===== src/rtl/sph_pkg.sv =====
`timescale 1ns / 1ps
`default_nettype none

package sph_pkg;

  // Field widths
  localparam int MOD_W     = 31;
  localparam int CHAR_W    = 8;
  localparam int IDX_W     = 13;
  localparam int ACT_W     = 2;
  localparam int STAT_W    = 2;
  localparam int CFG_IDX_W = 2;

  // String capacity and memory geometry
  localparam int MAX_LENGTH = 4096;
  localparam int DEPTH      = MAX_LENGTH + 1;
  localparam int LEN_W      = $clog2(MAX_LENGTH + 1);

  // Multiply-reduce unit: product width and remainder bits retired per cycle
  localparam int PROD_W   = 2 * MOD_W;
  localparam int RED_BITS = 2;

  // Register reset values
  localparam logic [MOD_W-1:0] RESET_MODULUS = MOD_W'(1000180033);
  localparam logic [MOD_W-1:0] RESET_BASE    = MOD_W'(100403);

  // Register indexes
  localparam logic [CFG_IDX_W-1:0] REG_MODULUS = CFG_IDX_W'(0);
  localparam logic [CFG_IDX_W-1:0] REG_BASE    = CFG_IDX_W'(1);

  // Action codes
  localparam logic [ACT_W-1:0] ACT_BEGIN  = ACT_W'(0);
  localparam logic [ACT_W-1:0] ACT_APPEND = ACT_W'(1);
  localparam logic [ACT_W-1:0] ACT_QUERY  = ACT_W'(2);

  // Status codes
  localparam logic [STAT_W-1:0] ST_OK        = STAT_W'(0);
  localparam logic [STAT_W-1:0] ST_BAD_RANGE = STAT_W'(1);
  localparam logic [STAT_W-1:0] ST_FULL      = STAT_W'(2);

  // Request to the multiply-reduce unit: (a * b + c) mod m
  typedef struct packed {
    logic             start;
    logic [MOD_W-1:0] a;
    logic [MOD_W-1:0] b;
    logic [MOD_W-1:0] c;
    logic [MOD_W-1:0] m;
  } mm_req_t;

  // Response from the multiply-reduce unit
  typedef struct packed {
    logic             done;
    logic [MOD_W-1:0] value;
  } mm_rsp_t;

endpackage

`default_nettype wire


===== src/rtl/sph_mulmod.sv =====
`timescale 1ns / 1ps
`default_nettype none

module sph_mulmod (
  input  wire logic            clk,
  input  wire logic            rst,
  input  wire sph_pkg::mm_req_t req,
  output sph_pkg::mm_rsp_t      rsp
);

  localparam int STEPS = sph_pkg::PROD_W / sph_pkg::RED_BITS;
  localparam int CNT_W = $clog2(STEPS);

  typedef enum logic [1:0] {
    M_IDLE,
    M_ADD,
    M_RED
  } mm_state_t;

  mm_state_t                       state;
  logic [sph_pkg::PROD_W-1:0]      prod;
  logic [sph_pkg::PROD_W-1:0]      val;
  logic [sph_pkg::MOD_W-1:0]       c_q;
  logic [sph_pkg::MOD_W-1:0]       m_q;
  logic [sph_pkg::MOD_W-1:0]       rem;
  logic [sph_pkg::MOD_W-1:0]       rem_next;
  logic [CNT_W-1:0]                cnt;

  // Retire RED_BITS quotient bits: shift in a bit, subtract the modulus if it fits
  always_comb begin
    logic [sph_pkg::MOD_W:0]   t;
    logic [sph_pkg::MOD_W-1:0] r;
    r = rem;
    for (int k = 0; k < sph_pkg::RED_BITS; k++) begin
      t = {r, val[sph_pkg::PROD_W-1-k]};
      if (t >= {1'b0, m_q}) begin
        t = t - {1'b0, m_q};
      end
      r = t[sph_pkg::MOD_W-1:0];
    end
    rem_next = r;
  end

  // Multiply, add the offset, then reduce RED_BITS bits a cycle
  always_ff @(posedge clk) begin
    if (rst) begin
      state    <= M_IDLE;
      rsp.done <= 1'b0;
    end else begin
      rsp.done <= (state == M_RED) && (cnt == '0);
      unique case (state)
        M_IDLE: begin
          if (req.start) begin
            prod  <= sph_pkg::PROD_W'(req.a) * sph_pkg::PROD_W'(req.b);
            c_q   <= req.c;
            m_q   <= req.m;
            state <= M_ADD;
          end
        end
        M_ADD: begin
          val   <= prod + sph_pkg::PROD_W'(c_q);
          rem   <= '0;
          cnt   <= CNT_W'(STEPS - 1);
          state <= M_RED;
        end
        M_RED: begin
          val <= val << sph_pkg::RED_BITS;
          rem <= rem_next;
          if (cnt == '0) begin
            rsp.value <= (m_q == '0) ? '0 : rem_next;
            state     <= M_IDLE;
          end else begin
            cnt <= cnt - CNT_W'(1);
          end
        end
        default: state <= M_IDLE;
      endcase
    end
  end

endmodule

`default_nettype wire

===== config.mk =====
export PLATFORM = sky130hd
export DESIGN_NAME = sph_mulmod
export DESIGN_NICKNAME = d
export VERILOG_FILES = /design/src/rtl/sph_pkg.sv /design/src/rtl/sph_mulmod.sv
export SDC_FILE = /design/constraint.sdc
export NUM_CORES = 2
export LEC_CHECK = 0
export BUFFER_PORTS_ARGS = -buffer_cell sky130_fd_sc_hd__buf_2
export CORE_UTILIZATION = 45
export DETAILED_ROUTE_END_ITERATION = 6
export HOLD_SLACK_MARGIN = 0.03
export PLACE_DENSITY_LB_ADDON = 0.2
export SETUP_SLACK_MARGIN = 0.02
export SYNTH_ARGS = -nofsm -noshare
export SYNTH_HDL_FRONTEND = slang
export SYNTH_SLANG_ARGS = --single-unit

===== constraint.sdc =====
create_clock -name clk -period 41.5 [get_ports clk]
set_clock_uncertainty 0.1 [all_clocks]
set_input_delay 12.45 -clock clk [delete_from_list [all_inputs] [get_ports clk]]
set_output_delay 12.45 -clock clk [all_outputs]
set_load 0.03 [all_outputs]

==> flow_summary_export.csv <==
group,metric,value,unit
run_status,status,"finished, final reports clean",
clock_network,clockBufferDepth,3,
floorplan,initial_core_util,45.71,%
logic_synthesis,ys_ff_latch,256,
detailed_routing,drt_iter0_drc,2188,
floorplan,fp.dieArea,105400,um^2
cells_and_area,diodes,0,
timing,finalMaxSlewViolations,0,
timing,tightest_slew,1.131,ns
cells_and_area,layout.nets,6238,
clock_network,clock_latency,0.56,ns
detailed_routing,wl_per_cell,20.27,um
logic_synthesis,synth_cell_types,78,
floorplan,io_pins,159,
clock_network,postCtsSetupBuffers,0,
detailed_routing,remaining_drc_errors,0,
clock_network,cts_resized,0,
timing,timing.fmax,0.05059,GHz
clock_network,cts_root_buffer,"clkbuf_16",
detailed_routing,ant_nets,0,
timing,final.min_clock_period,19.77,ns
timing,slew_headroom,24.17,%
place,port-buffer-count,158,
clock_network,htree_num_levels,1,
clock_network,cts.sinks,256,
detailed_routing,vias,34199,
clock_network,cts_made_buffers,26,
global_routing,grt_pass1_vias,36379,
cells_and_area,drive_above_1_share,5.087,%
logic_synthesis,yosysSeqAreaShare,16.35,%
clock_network,clk_pin_slew,0.08,ns
logic_synthesis,yosysTopAreaCellShare,35.90,%
worst_setup_path,worst-setup-path-type,"in -> reg",
flow_run,max_cap_viol_count,0,
global_routing,grt_pass1_wl,204600,um
logic_synthesis,syn_area_per_cell,9.392,um^2
cells_and_area,areaGrowthSynthToFinish,5.126,%
logic_synthesis,yosys-top-cells-count,"inv_1 (858), fa_1 (840), nand2_1 (673)",
logic_synthesis,synth_edf_count,253,
detailed_routing,wl,127800,um
detailed_routing,dr.pass1.iters,5,
timing,finalHoldViolCount,0,
logic_synthesis,synthTopCellsByArea,"fa_1 (36%), edfxtp_1 (16%), ha_1 (9.4%), and2_1 (6.9%), inv_1 (6.9%)",
global_routing,gr-usage-all-layers,24.57,%
timing,setup_viol,0,
floorplan,rows,117,
cells_and_area,multi_input_area,34920,um^2
floorplan,core-area,102500,um^2
logic_synthesis,syn-num-nets,6307,
logic_synthesis,ys_warn_count,0,
timing,finalCritPeriodShare,47.63,%
global_routing,antenna_found_initial,4,
worst_setup_path,crit_fanout,31,
logic_synthesis,yosysMostFrequentCell,"inv_1",
timing,rsz0062_at_grt,"no",
worst_setup_path,arrival,19.96,ns
place,dpl.hpwl,98230,um
logic_synthesis,netlist_area,46840,um^2
place,place.gp.congestion,0.9088,
logic_synthesis,synthArstFlopShare,0,%
worst_setup_path,start_kind,"input pin",
global_routing,grt_max_degree,73,
floorplan,dieHeight,324.6,um
min_path,hp-class,"reg -> reg",
clock_network,hold_buffers,0,
logic_synthesis,synth_cells,4987,
logic_synthesis,synth_ff_type,"edfxtp_1",
worst_setup_path,crit_required,41.70,ns
cells_and_area,register_area,7657,um^2
detailed_routing,vias_per_cell,5.427,
timing,tns,0,ns
worst_setup_path,end_kind,"flip-flop",
clock_network,cts_tree,"built",
cells_and_area,fill_cells,9854,
global_routing,overflow,0,
floorplan,die_x,324.6,um
logic_synthesis,yosysTopAreaCell,"fa_1",
==> placed cells by master (no fill, tap or decap), types with 17 or more instances in the layout <==
| master | instances |
|---|---|
| xor2_1 | 62 |
| buf_4 | 17 |
| clkbuf_16 | 27 |
| ha_1 | 352 |
| nor2b_1 | 19 |
| and3_1 | 34 |
| mux2i_1 | 26 |
| a21o_1 | 67 |
| a31oi_1 | 33 |
| a211oi_1 | 26 |
| o21bai_1 | 31 |
| o21ai_0 | 150 |
| a21oi_1 | 167 |
| nor4_1 | 18 |
| nand2b_1 | 23 |
| edfxtp_1 | 253 |
| and2_1 | 518 |
| fa_1 | 840 |
| o21a_1 | 22 |
| xnor2_1 | 78 |
| inv_1 | 858 |
| nand2_1 | 673 |
| nand4_1 | 36 |
| buf_2 | 158 |
| nand3_1 | 66 |
| o31ai_1 | 25 |
| nor3_1 | 39 |
| nor2_1 | 117 |
==> final timing paths <==
kind                     startpoint               endpoint  slack [ns]  depth (start not counted)
setup / recovery           req[111]     prod[57]$_DFFE_PP_       21.73                         21
hold / removal    val[18]$_DFFE_PP_      val[20]$_DFFE_PP_        0.42                          2
setup reg to reg   m_q[1]$_DFFE_PP_  rsp[21]$_SDFFCE_PN0P_       34.30                         20
hold reg to reg   val[18]$_DFFE_PP_      val[20]$_DFFE_PP_        0.42                          2
==> registers in the layout, indices dropped and copies added (netlist names) <==
signal / flops
rem: 31
m_q: 31
cnt: 5
state: 2
rsp: 32
prod: 62
val: 62
c_q: 31
==> critical path, stage by stage <==
cell and delay (ns):
buf_2 0.60, and2_1 0.26, fa_1 0.45, fa_1 0.64, inv_1 0.09, fa_1 0.52, fa_1 0.51, inv_1 0.06
fa_1 0.55, fa_1 0.43, fa_1 0.51, fa_1 0.42, ha_1 0.40, a21o_1 0.22, a21o_1 0.17, a221o_1 0.31
a211oi_2 0.44, o21ai_1 0.26, a211o_1 0.38, nor4_1 0.22, nor3_1 0.08
==> metal layers <==
layer	share of wire, %	track usage (%)	routed length, um	vias up
met3	6.0	3.236	7708	160
met4	2.5	5.978	3152	0
met5	0	0	0	-
met2	48	41.54	61230	994
met1	44	33.38	55680	17413
li1	-	-	-	15632
==> logic make-up (layout without fill, tap and decap cells) <==
family	after synthesis	in the layout	synth area share, %
compound gates	640	640	8.853
xor+xnor	140	140	2.618
fa+ha+maj	1193	1193	45.33
buf+inv	1130	1077	9.184
flops	256	256	16.35
mux	34	34	0.7640
simple gates	1594	1594	16.90
==> area by class of cell <==
| cell class | instances | area share (%) |
|---|---|---|
| Clock buffer | 28 | 1.380 |
| Clock inverter | 16 | 0.2719 |
| Inverter | 858 | 6.541 |
| Multi-Input combinational cell | 3601 | 70.92 |
| Sequential cell | 256 | 15.55 |
| Tap cell | 1368 | 3.476 |
| Timing Repair Buffer | 175 | 1.865 |
==> metrics by stage <==
stage	instances	worst slack (ns)	instance area, um^2	utilization [%]	hold WS (ns)
4_1_cts	6302	21.80	49240	48.05	0.4262
6_report	6302	21.73	49240	48.05	0.4243
5_1_grt	6302	21.46	49240	48.05	0.4381
2_1_floorplan	4987	19.24	46840	-	0.3905
3_5_place_dp	6258	21.18	48430	47.26	0.4162
3_3_place_gp	6258	21.26	48430	47.26	0.4057
Power is not shown: default switching activity piles up to over one toggle a cycle in this logic, so the estimate is an artifact.
