File: src/rtl/sph_ram.sv
`timescale 1ns / 1ps
`default_nettype none

module sph_ram #(
  parameter int WIDTH = 8,
  parameter int DEPTH = 16,
  localparam int ADDR_W = $clog2(DEPTH)
) (
  input  wire logic              clk,
  input  wire logic              we,
  input  wire logic [ADDR_W-1:0] waddr,
  input  wire logic [WIDTH-1:0]  wdata,
  input  wire logic              re,
  input  wire logic [ADDR_W-1:0] raddr,
  output logic      [WIDTH-1:0]  rdata
);

  logic [WIDTH-1:0] mem [DEPTH];

  // Write port
  always_ff @(posedge clk) begin
    if (we) begin
      mem[waddr] <= wdata;
    end
  end

  // Registered read, held until the next read
  always_ff @(posedge clk) begin
    if (re) begin
      rdata <= mem[raddr];
    end
  end

endmodule

`default_nettype wire

File: config.mk
export PLATFORM = sky130hd
export DESIGN_NAME = sph_ram
export DESIGN_NICKNAME = d
export VERILOG_FILES = /design/src/rtl/sph_ram.sv
export SDC_FILE = /design/constraint.sdc
export NUM_CORES = 1
export LEC_CHECK = 0
export BUFFER_PORTS_ARGS = -buffer_cell sky130_fd_sc_hd__buf_4
export CORE_UTILIZATION = 60
export DETAILED_ROUTE_END_ITERATION = 10
export HOLD_SLACK_MARGIN = 0.05
export PLACE_DENSITY = 0.78
export SYNTH_ARGS = -nofsm -noshare
export SYNTH_HDL_FRONTEND = slang
export SYNTH_SLANG_ARGS = --single-unit
File: constraint.sdc
create_clock -name clk -period 2.7 [get_ports clk]
set_input_delay 0.675 -clock clk [delete_from_list [all_inputs] [get_ports clk]]
set_output_delay 0.675 -clock clk [all_outputs]
set_load 0.05 [all_outputs]
==> reports/qor.csv, run 1 <==
stage;metric;value;unit
global_routing;grt_start_max_net_pins;33;
drt;remaining_drc_errors;0;
logic_synthesis;post_synth_inst_count;229;
cells_and_area;layout-drive-gt1-share;29.69;%
worst_setup_path;arrival;2.07;ns
logic_synthesis;synthesis.yosys.warnings;0;
sta;setup_tns;0;ns
cells_and_area;area_of_the_multi_input_gates;1057;um^2
logic_synthesis;synth_async_sr_flop_share;0;%
sta;rsz_0062_raised_after_global_routing;no;
worst_setup_path;cp.required;2.95;ns
logic_synthesis;synth-seq-area-share;78.12;%
placed_design;numPortBuffers;26;
drt;wl_per_cell;25.08;um
worst_setup_path;startpoint_type;input pin;
job;cap_violations;0;
floorplan;placementRows;33;
clock_network;tritoncts.num_buffers;17;
sta;final_max_slew_viol_count;0;
logic_synthesis;synth_flop_cell;edfxtp_1;
floorplan;die_w;95.34;um
placed_design;dpl.hpwl;6119;um
cells_and_area;design.final.nets;301;
drt;routed-via-count;2521;
sta;achievable-frequency;0.5511;GHz
logic_synthesis;synth_area_per_cell;22.83;um^2
logic_synthesis;edff_count_synth;136;
logic_synthesis;synth_cell_type_count;18;
logic_synthesis;postSynthRegisterBits;136;
clock_network;cts_repair_resizes;0;
clock_network;ctsHoldBuffers;0;
drt;drt_iter0_drc;271;
clock_network;numClockSinks;136;
logic_synthesis;synth_top_cells_by_count;136 x edfxtp_1, 18 x mux4_2, 16 x a22oi_1;
clock_network;cts_setup_buffers;0;
worst_hold_path;worst_hold_path_type;input pin to flop;
drt;final_antenna_net_count;0;
placed_design;placedCellCount;368;
worst_setup_path;crit_type;input pin to flop;
global_routing;number_of_antenna_violations_at_the_first_check_in_global_routing;0;
global_routing;via_count_of_the_first_global_routing_pass;2612;
logic_synthesis;synth_area;5228;um^2
sta;hold_viol;0;
clock_network;cts_root_buffer;clkbuf_8;
floorplan;die_h;95.34;um
worst_setup_path;timing.critical_path.to_type;flop;
placed_design;post-place-ws;0.3471;ns
sta;timing.final.ws_setup;0.8854;ns
clock_network;cts_tree;built;
drt;detail_route.wirelength;9982;um
sta;setup_skew;0.01205;ns
global_routing;globalRouteTotalUtil;24.88;%
sta;finalWorstPathRequiredPeriod;1.815;ns
logic_synthesis;synth.most_common_cell;edfxtp_1;
logic_synthesis;cell_type_contributing_the_most_total_cell_area_after_synthesis;edfxtp_1;
drt;avgViaCountPerCell;6.334;
clock_network;clk_latency;0.52;ns
sta;timing.slew.headroom;51.61;%
cells_and_area;register_area;4084;um^2
cells_and_area;syn_to_final_growth;18.02;%
cells_and_area;layout.filler_cells;453;
logic_synthesis;netlist_top_cells_area;edfxtp_1 78%, mux4_2 7.8%, mux4_1 7.0%;
clock_network;clkTransAtPathRegs;0.06;ns
logic_synthesis;mappedNetlistNets;248;
power_and_ir_drop;max-vdd-ir-drop;0.0006105;V
outcome;run_status;finished, final reports clean;
sta;tightestPinTransition;0.7231;ns
worst_setup_path;crit_path_max_fanout;11;
sta;final_min_period_over_clock_period;67.21;%
cells_and_area;final_cells;398;
worst_hold_path;timing.hold.worst_path_depth;1;
clock_network;htree_num_levels;4;
floorplan;die-area;9090;um^2
floorplan;core-area;8341;um^2
logic_synthesis;netlist.area_leader.share;78.12;%
floorplan;floorplan.io_pins;27;
power_and_ir_drop;leak_pwr;0.002091;uW
cells_and_area;num_antenna_cells;0;
sta;holdWs;0.4528;ns
global_routing;globalRoute.totalOverflow;0;
global_routing;grt_first_pass_wirelength;14910;um
clock_network;clock_tree_buf_depth;2;
floorplan;initial_core_utilization;62.68;%
drt;drt_pass1_iterations;4;
worst_setup_path;worst-r2r-cell-count;3;
power_and_ir_drop;pwrdens;780.5;nW/um^2
sta;finalSetupViolCount;0;
placed_design;final_weighted_congestion_in_routability_driven_placement;0.7788;
## cell usage in the layout, fill, tap and decap left out
cell type,netlist,routed
bufinv_16,0,3
clkinv_1,0,4
and2b_1,1,1
clkbuf_8,0,1
nor2_1,13,13
mux4_2,18,18
mux4_1,14,14
buf_12,0,1
nor2b_1,1,1
nand2_1,9,9
a22oi_1,16,16
and2_1,1,1
clkbuf_16,0,16
nor3_1,4,4
buf_4,1,43
or3b_2,1,1
nand2b_1,2,2
clkinv_2,0,1
nand3b_1,2,2
clkinvlp_4,0,3
nand3_1,1,1
edfxtp_1,136,136
clkbuf_1,0,2
## worst max-delay path: stages
cell and delay (ns):
buf_4 0.24, buf_4 0.28, mux4_1 0.58, a22oi_1 0.21
nand2_1 0.08
## kinds of logic after synthesis
kind of cell | share of synthesized area, %
flip-flops | 78.12
AND/OR/NAND/NOR | 3.136
multiplexers | 14.79
AO/OA/AOI/OAI | 2.298
buffers and inverters | 1.651
## power breakdown
part,total (uW),internal (uW),switching (uW)
clock network,2160,1380,782
registers,2390,2380,12.5
logic,263,104,158
total,4820,3860,953
## flip-flops by register name, summed over array words and instances (netlist names)
signal / count
mem: 128
rdata: 8
## cell type report
cell class	count	area share, %
Sequential cell	136	66.19
Multi-Input combinational cell	83	17.14
Clock buffer	19	6.834
Timing Repair Buffer	44	5.557
Clock inverter	11	2.150
Tap cell	105	2.129
## layer usage
layer / GRT usage, % / wire [um] / vias up / share of wire (%)
met5: 0 / 0 / - / 0
met4: 14.27 / 382 / 0 / 3.8
met2: 36.85 / 4782 / 121 / 48
met1: 32.97 / 4039 / 1289 / 40
met3: 7.815 / 777 / 26 / 7.8
li1: - / - / 1085 / -
## through the flow
stage | power, uW | area [um^2] | util [%]
floorplan | 2588 | 5228 | -
global placement | 2687 | 5615 | 67.33
detailed placement | 2698 | 5615 | 67.33
CTS | 4838 | 6170 | 73.97
global route | 4940 | 6170 | 73.97
finish | 4815 | 6170 | 73.97
## worst paths after layout
kind / startpoint / to / slack [ns]
worst max-delay path: raddr[0] / rdata[1] / 0.89
worst min-delay path: re / rdata[2] / 0.45
worst max register to register: mem[1][1] / rdata[1] / 1.17
worst min register to register: mem[15][5] / rdata[5] / 0.75
Note: power is estimated with default switching activity, not from simulation.
==> inputs of run 2 (changes only) <==
CORE_UTILIZATION = 54   (was 60)
PLACE_DENSITY = 0.74   (was 0.78)
clock period = 1.6 ns   (was 2.7 ns; I/O delays follow)
==> run 2 against run 1 <==
Flip-flop and latch count is the same. Non-clock buffer count grew 5. Worst hold slack got worse by 0.26 ns. Routed wire length shrank 4.0%. Cell area grew 1.3%. Global-route usage shrank 3.3 points. Sequential power up 69%. Critical endpoint is now rdata[3]. Highest routed layer unchanged.
==> reports/qor.csv, run 2 (synthesis gave the netlist of run 1 again) <==
stage;metric;value;unit;change
outcome;run_status;finished, final reports clean;;unchanged
sta;finalSetupViolCount;0;;unchanged
worst_setup_path;cpPeakStageDelay;0.44;ns;was 0.58 ns
clock_network;numClockSinks;136;;unchanged
clock_network;ctsHoldBuffers;0;;unchanged
clock_network;htree_num_levels;4;;unchanged
drt;detail_route.wirelength;9586;um;was 9982 um
worst_setup_path;startpoint_type;flop;;was input pin
cells_and_area;layout.cells.most_common_list;136 x edfxtp_1, 44 x buf_4, 31 x mux4_2, 16 x a22oi_1, 16 x clkbuf_16;;was 136 x edfxtp_1, 43 x buf_4, 18 x mux4_2, 16 x a22oi_1, 16 x clkbuf_16
worst_setup_path;crit_path_max_fanout;1;;was 11
worst_setup_path;critPathTopFamily;flip-flops;;was multiplexers
global_routing;via_count_of_the_first_global_routing_pass;2580;;was 2612
cells_and_area;largest_register_ff_count;128;;unchanged
cells_and_area;design.final.nets;306;;was 301
cells_and_area;mostFrequentLayoutCell;edfxtp_1;;unchanged
placed_design;final_weighted_congestion_in_routability_driven_placement;0.7654;;was 0.7788
sta;tightestPinTransition;0.7469;ns;was 0.7231 ns
sta;setup_skew;0.004966;ns;was 0.01205 ns
floorplan;floorplan.io_pins;27;;unchanged
clock_network;cts_tree;built;;unchanged
cells_and_area;register_area;4084;um^2;unchanged
sta;timing.final.ws_setup;0.04860;ns;was 0.8854 ns
floorplan;die_w;100.4;um;was 95.34 um
power_and_ir_drop;design_power_total;8161;uW;was 4815 uW
clock_network;tritoncts.num_buffers;17;;unchanged
drt;wl_per_cell;22.34;um;was 25.08 um
worst_setup_path;critical_path.n_buffers_inverters;1;;was 2
floorplan;die_h;100.4;um;was 95.34 um
global_routing;grt_first_pass_wirelength;14850;um;was 14910 um
floorplan;initial_core_utilization;56.04;%;was 62.68%
drt;avgViaCountPerCell;5.741;;was 6.334
worst_setup_path;cell_breakdown_of_the_critical_path;buf_6;;was buf_4 > buf_4 > mux4_1 > a22oi_1 > nand2_1
drt;drt_iter0_drc;208;;was 271
clock_network;clock_tree_buf_depth;2;;unchanged
worst_setup_path;timing.critical_path.to_type;output port;;was flop
sta;achievable-frequency;0.6446;GHz;
floorplan;die-area;10080;um^2;was 9090 um^2
worst_setup_path;cp_slowest_cell;edfxtp_1;;was mux4_1
worst_setup_path;crit_type;flop to output port;;was input pin to flop
clock_network;cts_setup_buffers;0;;unchanged
drt;remaining_drc_errors;0;;unchanged
global_routing;globalRouteTotalUtil;21.56;%;was 24.88%
cells_and_area;top_register;mem;;unchanged
clock_network;clkTransAtPathRegs;0.06;ns;about the same
placed_design;dpl.hpwl;6005;um;was 6119 um
drt;drt_pass1_iterations;5;;was 4
worst_setup_path;arrival;1.15;ns;was 2.07 ns
placed_design;numPortBuffers;26;;unchanged
power_and_ir_drop;leak_pwr;0.002090;uW;was 0.002091 uW
drt;final_antenna_net_count;0;;unchanged
worst_setup_path;cp.required;1.20;ns;was 2.95 ns
power_and_ir_drop;pwrdens;1306;nW/um^2;was 780.5 nW/um^2
sta;hold_viol;0;;unchanged
clock_network;cts_root_buffer;clkbuf_8;;unchanged
sta;rsz_0062_raised_after_global_routing;yes;;was no
cells_and_area;area_of_the_multi_input_gates;1013;um^2;was 1057 um^2
global_routing;number_of_antenna_violations_at_the_first_check_in_global_routing;0;;unchanged
clock_network;clk_latency;0.52;ns;about the same
worst_hold_path;worst_hold_path_type;input pin to flop;;unchanged
cells_and_area;layout_top_registers;mem x128, rdata x8;;unchanged
floorplan;core-area;9328;um^2;was 8341 um^2
drt;routed-via-count;2463;;was 2521
power_and_ir_drop;max-vdd-ir-drop;0.0006156;V;was 0.0006105 V
sta;final_max_slew_viol_count;0;;unchanged
cells_and_area;layout.filler_cells;577;;was 453
cells_and_area;syn_to_final_growth;19.53;%;was 18.02%
sta;timing.slew.headroom;50.10;%;was 51.61%
sta;holdWs;0.1895;ns;was 0.4528 ns
global_routing;globalRoute.totalOverflow;0;;unchanged
global_routing;grt_start_max_net_pins;21;;was 33
floorplan;placementRows;35;;was 33
placed_design;post-place-ws;-0.2946;ns;was 0.3471 ns
cells_and_area;layout-drive-gt1-share;37.67;%;was 29.69%
job;cap_violations;0;;unchanged
cells_and_area;num_antenna_cells;0;;unchanged
sta;final_min_period_over_clock_period;96.96;%;
sta;finalWorstPathRequiredPeriod;1.551;ns;
[run 2: final cells by class]
cell class,instances,area share (%)
repair buffers,49,6.748
clock inverters,14,2.403
well taps,129,2.583
clock buffers,18,6.688
flip-flops and latches,136,65.36
multi-input cells,83,16.22
[run 2: routing by layer]
layer	GRT usage, %	part of all wire (%)	up-vias	wire length [um]
met2	34.19	52	105	4992
met5	0	0	-	0
met1	29.64	41	1262	3887
li1	-	-	1084	-
met3	6.755	6.3	12	607
met4	5.351	1.0	0	98
[run 2: per-stage QoR]
step	setup TNS [ns]	utilization [%]	cells	cell area, um^2
floorplan	-1.985	-	229	5218
detailed placement	-4.176	60.86	397	5677
global route	-0.0002378	66.99	429	6248
CTS	0	66.99	429	6248
finish	0	66.99	429	6248
global placement	-3.121	60.86	397	5677
[run 2: power by group]
group / internal [uW] / switching [uW]
Combinational: 198 / 265
Sequential: 4010 / 24.7
Clock: 2220 / 1430
[run 2: path summary, 6_finish.rpt]
path         slack [ns]        end       start  cells after the start
max                0.05   rdata[3]    rdata[3]                      1
min                0.19  mem[4][5]    wdata[5]                      1
max reg2reg        0.13   rdata[3]   mem[0][3]                      3
min reg2reg        0.75   rdata[4]  mem[12][4]                      3
[run 2: timing repair]
item	4_1_cts	5_1_grt
gates resized for setup	1	0
setup endpoints to repair	1	1
hold endpoints to repair	0	0
==> inputs of run 3 (changes only) <==
PLACE_DENSITY = unset   (was 0.74)
PLACE_DENSITY_LB_ADDON = 0.08   (was unset)
RECOVER_POWER = 100   (was unset)
SETUP_SLACK_MARGIN = 0.15   (was unset)
==> run 3 against run 2 <==
Maximum frequency increased by 2.6%. Sequential power barely moved. Sequential share of layout area decreased by 0.45 points. Critical path depth stayed put. Utilization is 0.47 points higher. Routed wire length up 7.4%. Die area unchanged. Clock power is 11% higher. Global-route usage rose by 1.1 points. Worst setup slack better by 0.040 ns. Critical endpoint is now rdata[4]. Largest power group is now the clock network.
==> reports/qor.csv, run 3 (synthesis gave the netlist of run 1 again) <==
stage;metric;value;unit;change
cells_and_area;final_cells;434;;was 429
sta;finalSetupViolCount;0;;unchanged
floorplan;die_w;100.4;um;unchanged
global_routing;grt_start_max_net_pins;17;;was 21
worst_setup_path;r2r_path_start;mem[10][4];;was mem[0][3]
worst_setup_path;cp.required;1.20;ns;about the same
floorplan;core-area;9328;um^2;unchanged
clock_network;tritoncts.num_buffers;17;;unchanged
cells_and_area;top_register;mem;;unchanged
clock_network;clock_tree_buf_depth;2;;unchanged
cells_and_area;layout.cells.most_common_list;136 x edfxtp_1, 31 x mux4_2, 28 x clkbuf_1, 16 x clkbuf_16;;was 136 x edfxtp_1, 44 x buf_4, 31 x mux4_2, 16 x a22oi_1, 16 x clkbuf_16
worst_setup_path;cell_breakdown_of_the_critical_path;clkbuf_4;;was buf_6
drt;drt_iter0_drc;188;;was 208
sta;finalWorstPathRequiredPeriod;1.512;ns;was 1.551 ns
worst_hold_path;worst_hold_path_type;input pin to flop;;unchanged
worst_setup_path;r2r_setup_slack;0.13;ns;about the same
placed_design;placedCellCount;403;;was 397
drt;wl_per_cell;23.73;um;was 22.34 um
clock_network;clkTransAtPathRegs;0.06;ns;about the same
clock_network;cts_root_buffer;clkbuf_8;;unchanged
worst_setup_path;startpoint_type;flop;;unchanged
worst_setup_path;cpPeakStageDelay;0.38;ns;was 0.44 ns
drt;detail_route.wirelength;10300;um;was 9586 um
global_routing;number_of_antenna_violations_at_the_first_check_in_global_routing;0;;unchanged
placed_design;final_weighted_congestion_in_routability_driven_placement;0.7679;;was 0.7654
clock_network;numClockSinks;136;;unchanged
worst_setup_path;timing.critical_path.to_type;output port;;unchanged
sta;timing.slew.headroom;45.45;%;was 50.10%
power_and_ir_drop;leak_pwr;0.002046;uW;was 0.002090 uW
clock_network;htree_num_levels;4;;unchanged
power_and_ir_drop;pwrdens;1367;nW/um^2;was 1306 nW/um^2
sta;achievable-frequency;0.6615;GHz;was 0.6446 GHz
global_routing;globalRouteTotalUtil;22.69;%;was 21.56%
cells_and_area;mostFrequentLayoutCell;edfxtp_1;;unchanged
cells_and_area;layout_top_registers;mem x128, rdata x8;;unchanged
worst_hold_path;holdCritStartpoint;re;;was wdata[5]
worst_setup_path;critPathTopFamily;flip-flops;;unchanged
sta;hold_viol;0;;unchanged
cells_and_area;num_antenna_cells;0;;unchanged
sta;rsz_0062_raised_after_global_routing;yes;;unchanged
placed_design;numPortBuffers;26;;unchanged
sta;tightestPinTransition;0.8182;ns;was 0.7469 ns
worst_setup_path;cp_slowest_cell;edfxtp_1;;unchanged
clock_network;cts_tree;built;;unchanged
outcome;run_status;finished, final reports clean;;unchanged
floorplan;die_h;100.4;um;unchanged
worst_setup_path;regToRegEndpoint;rdata[4];;was rdata[3]
worst_hold_path;min_delay_worst_endpoint;rdata[7];;was mem[4][5]
cells_and_area;largest_register_ff_count;128;;unchanged
worst_setup_path;worst-r2r-cell-count;3;;unchanged
floorplan;die-area;10080;um^2;unchanged
global_routing;via_count_of_the_first_global_routing_pass;2563;;was 2580
power_and_ir_drop;max-vdd-ir-drop;0.0006970;V;was 0.0006156 V
job;cap_violations;0;;unchanged
clock_network;clk_latency;0.51;ns;was 0.52 ns
global_routing;globalRoute.totalOverflow;0;;unchanged
floorplan;initial_core_utilization;56.04;%;unchanged
worst_setup_path;crit_path_max_fanout;1;;unchanged
drt;avgViaCountPerCell;5.664;;was 5.741
cells_and_area;design.final.nets;312;;was 306
sta;final_max_slew_viol_count;0;;unchanged
sta;holdWs;0.3344;ns;was 0.1895 ns
worst_setup_path;critical_path.n_buffers_inverters;1;;unchanged
worst_setup_path;arrival;1.11;ns;was 1.15 ns
floorplan;floorplan.io_pins;27;;unchanged
cells_and_area;layout-drive-gt1-share;30.82;%;was 37.67%
cells_and_area;syn_to_final_growth;20.37;%;was 19.53%
sta;final_min_period_over_clock_period;94.48;%;was 96.96%
drt;routed-via-count;2458;;was 2463
placed_design;dpl.hpwl;6565;um;was 6005 um
placed_design;placed_cell_area;5816;um^2;was 5677 um^2
drt;remaining_drc_errors;0;;unchanged
worst_setup_path;crit_type;flop to output port;;unchanged
cells_and_area;layout.cell_area.non_filler;6292;um^2;was 6248 um^2
global_routing;grt_first_pass_wirelength;15530;um;was 14850 um
drt;final_antenna_net_count;0;;unchanged
sta;setup_skew;0.009014;ns;was 0.004966 ns
drt;drt_pass1_iterations;4;;was 5
floorplan;placementRows;35;;unchanged
worst_hold_path;timing.hold.worst_path_depth;1;;unchanged
==> run 3: stage by stage <==
step | worst slack (ns) | util [%] | setup TNS (ns) | total power (uW)
3_5_place_dp | -0.3109 | 62.35 | -2.385 | 4621
5_1_grt | 0.04182 | 67.46 | 0 | 8814
2_1_floorplan | -0.0003955 | - | -0.002373 | 4390
6_report | 0.08826 | 67.46 | 0 | 8600
3_3_place_gp | -0.3004 | 62.35 | -2.220 | 4612
4_1_cts | 0.08116 | 69.56 | 0 | 8697
==> run 3: how the worst max path moves through the flow <==
stage	depth (start not counted)	start	endpoint	slack, ns
2_1_floorplan	5	raddr[0]	rdata[1]	-0.0004
3_3_place_gp	5	raddr[0]	rdata[0]	-0.30
3_5_place_dp	5	raddr[0]	rdata[0]	-0.31
4_1_cts	1	rdata[0]	rdata[0]	0.08
5_1_grt	3	mem[12][0]	rdata[0]	0.04
6_report	1	rdata[4]	rdata[4]	0.09
==> run 3: report_power, final <==
| part | total, uW | internal (uW) | switching, uW |
|---|---|---|---|
| logic | 487 | 195 | 291 |
| registers | 4040 | 4020 | 21.2 |
| clock network | 4080 | 2680 | 1400 |
==> run 3: layout make-up <==
cell class	count	area, um^2
clock buffer	19	421.7
clock inverter	12	201.4
fill	629	3035
multi-input combinational	83	1033
sequential	136	4084
tap	129	161.4
timing repair buffer	55	390.4
==> run 3: timing repair <==
item,4_1_cts,5_1_grt
gates resized for setup,12,6
pin swaps,0,0
buffers inserted,0,0
gates cloned,0,0
endpoints found under the setup margin,12,15
hold buffers,0,0
==> run 3: per-layer routing <==
layer,vias to the layer above,routed length (um),GRT usage [%]
li1,1095,-,-
met1,1250,4567,33.78
met2,103,4877,33.46
met3,10,711,5.153
met4,0,143,8.138
met5,-,0,0
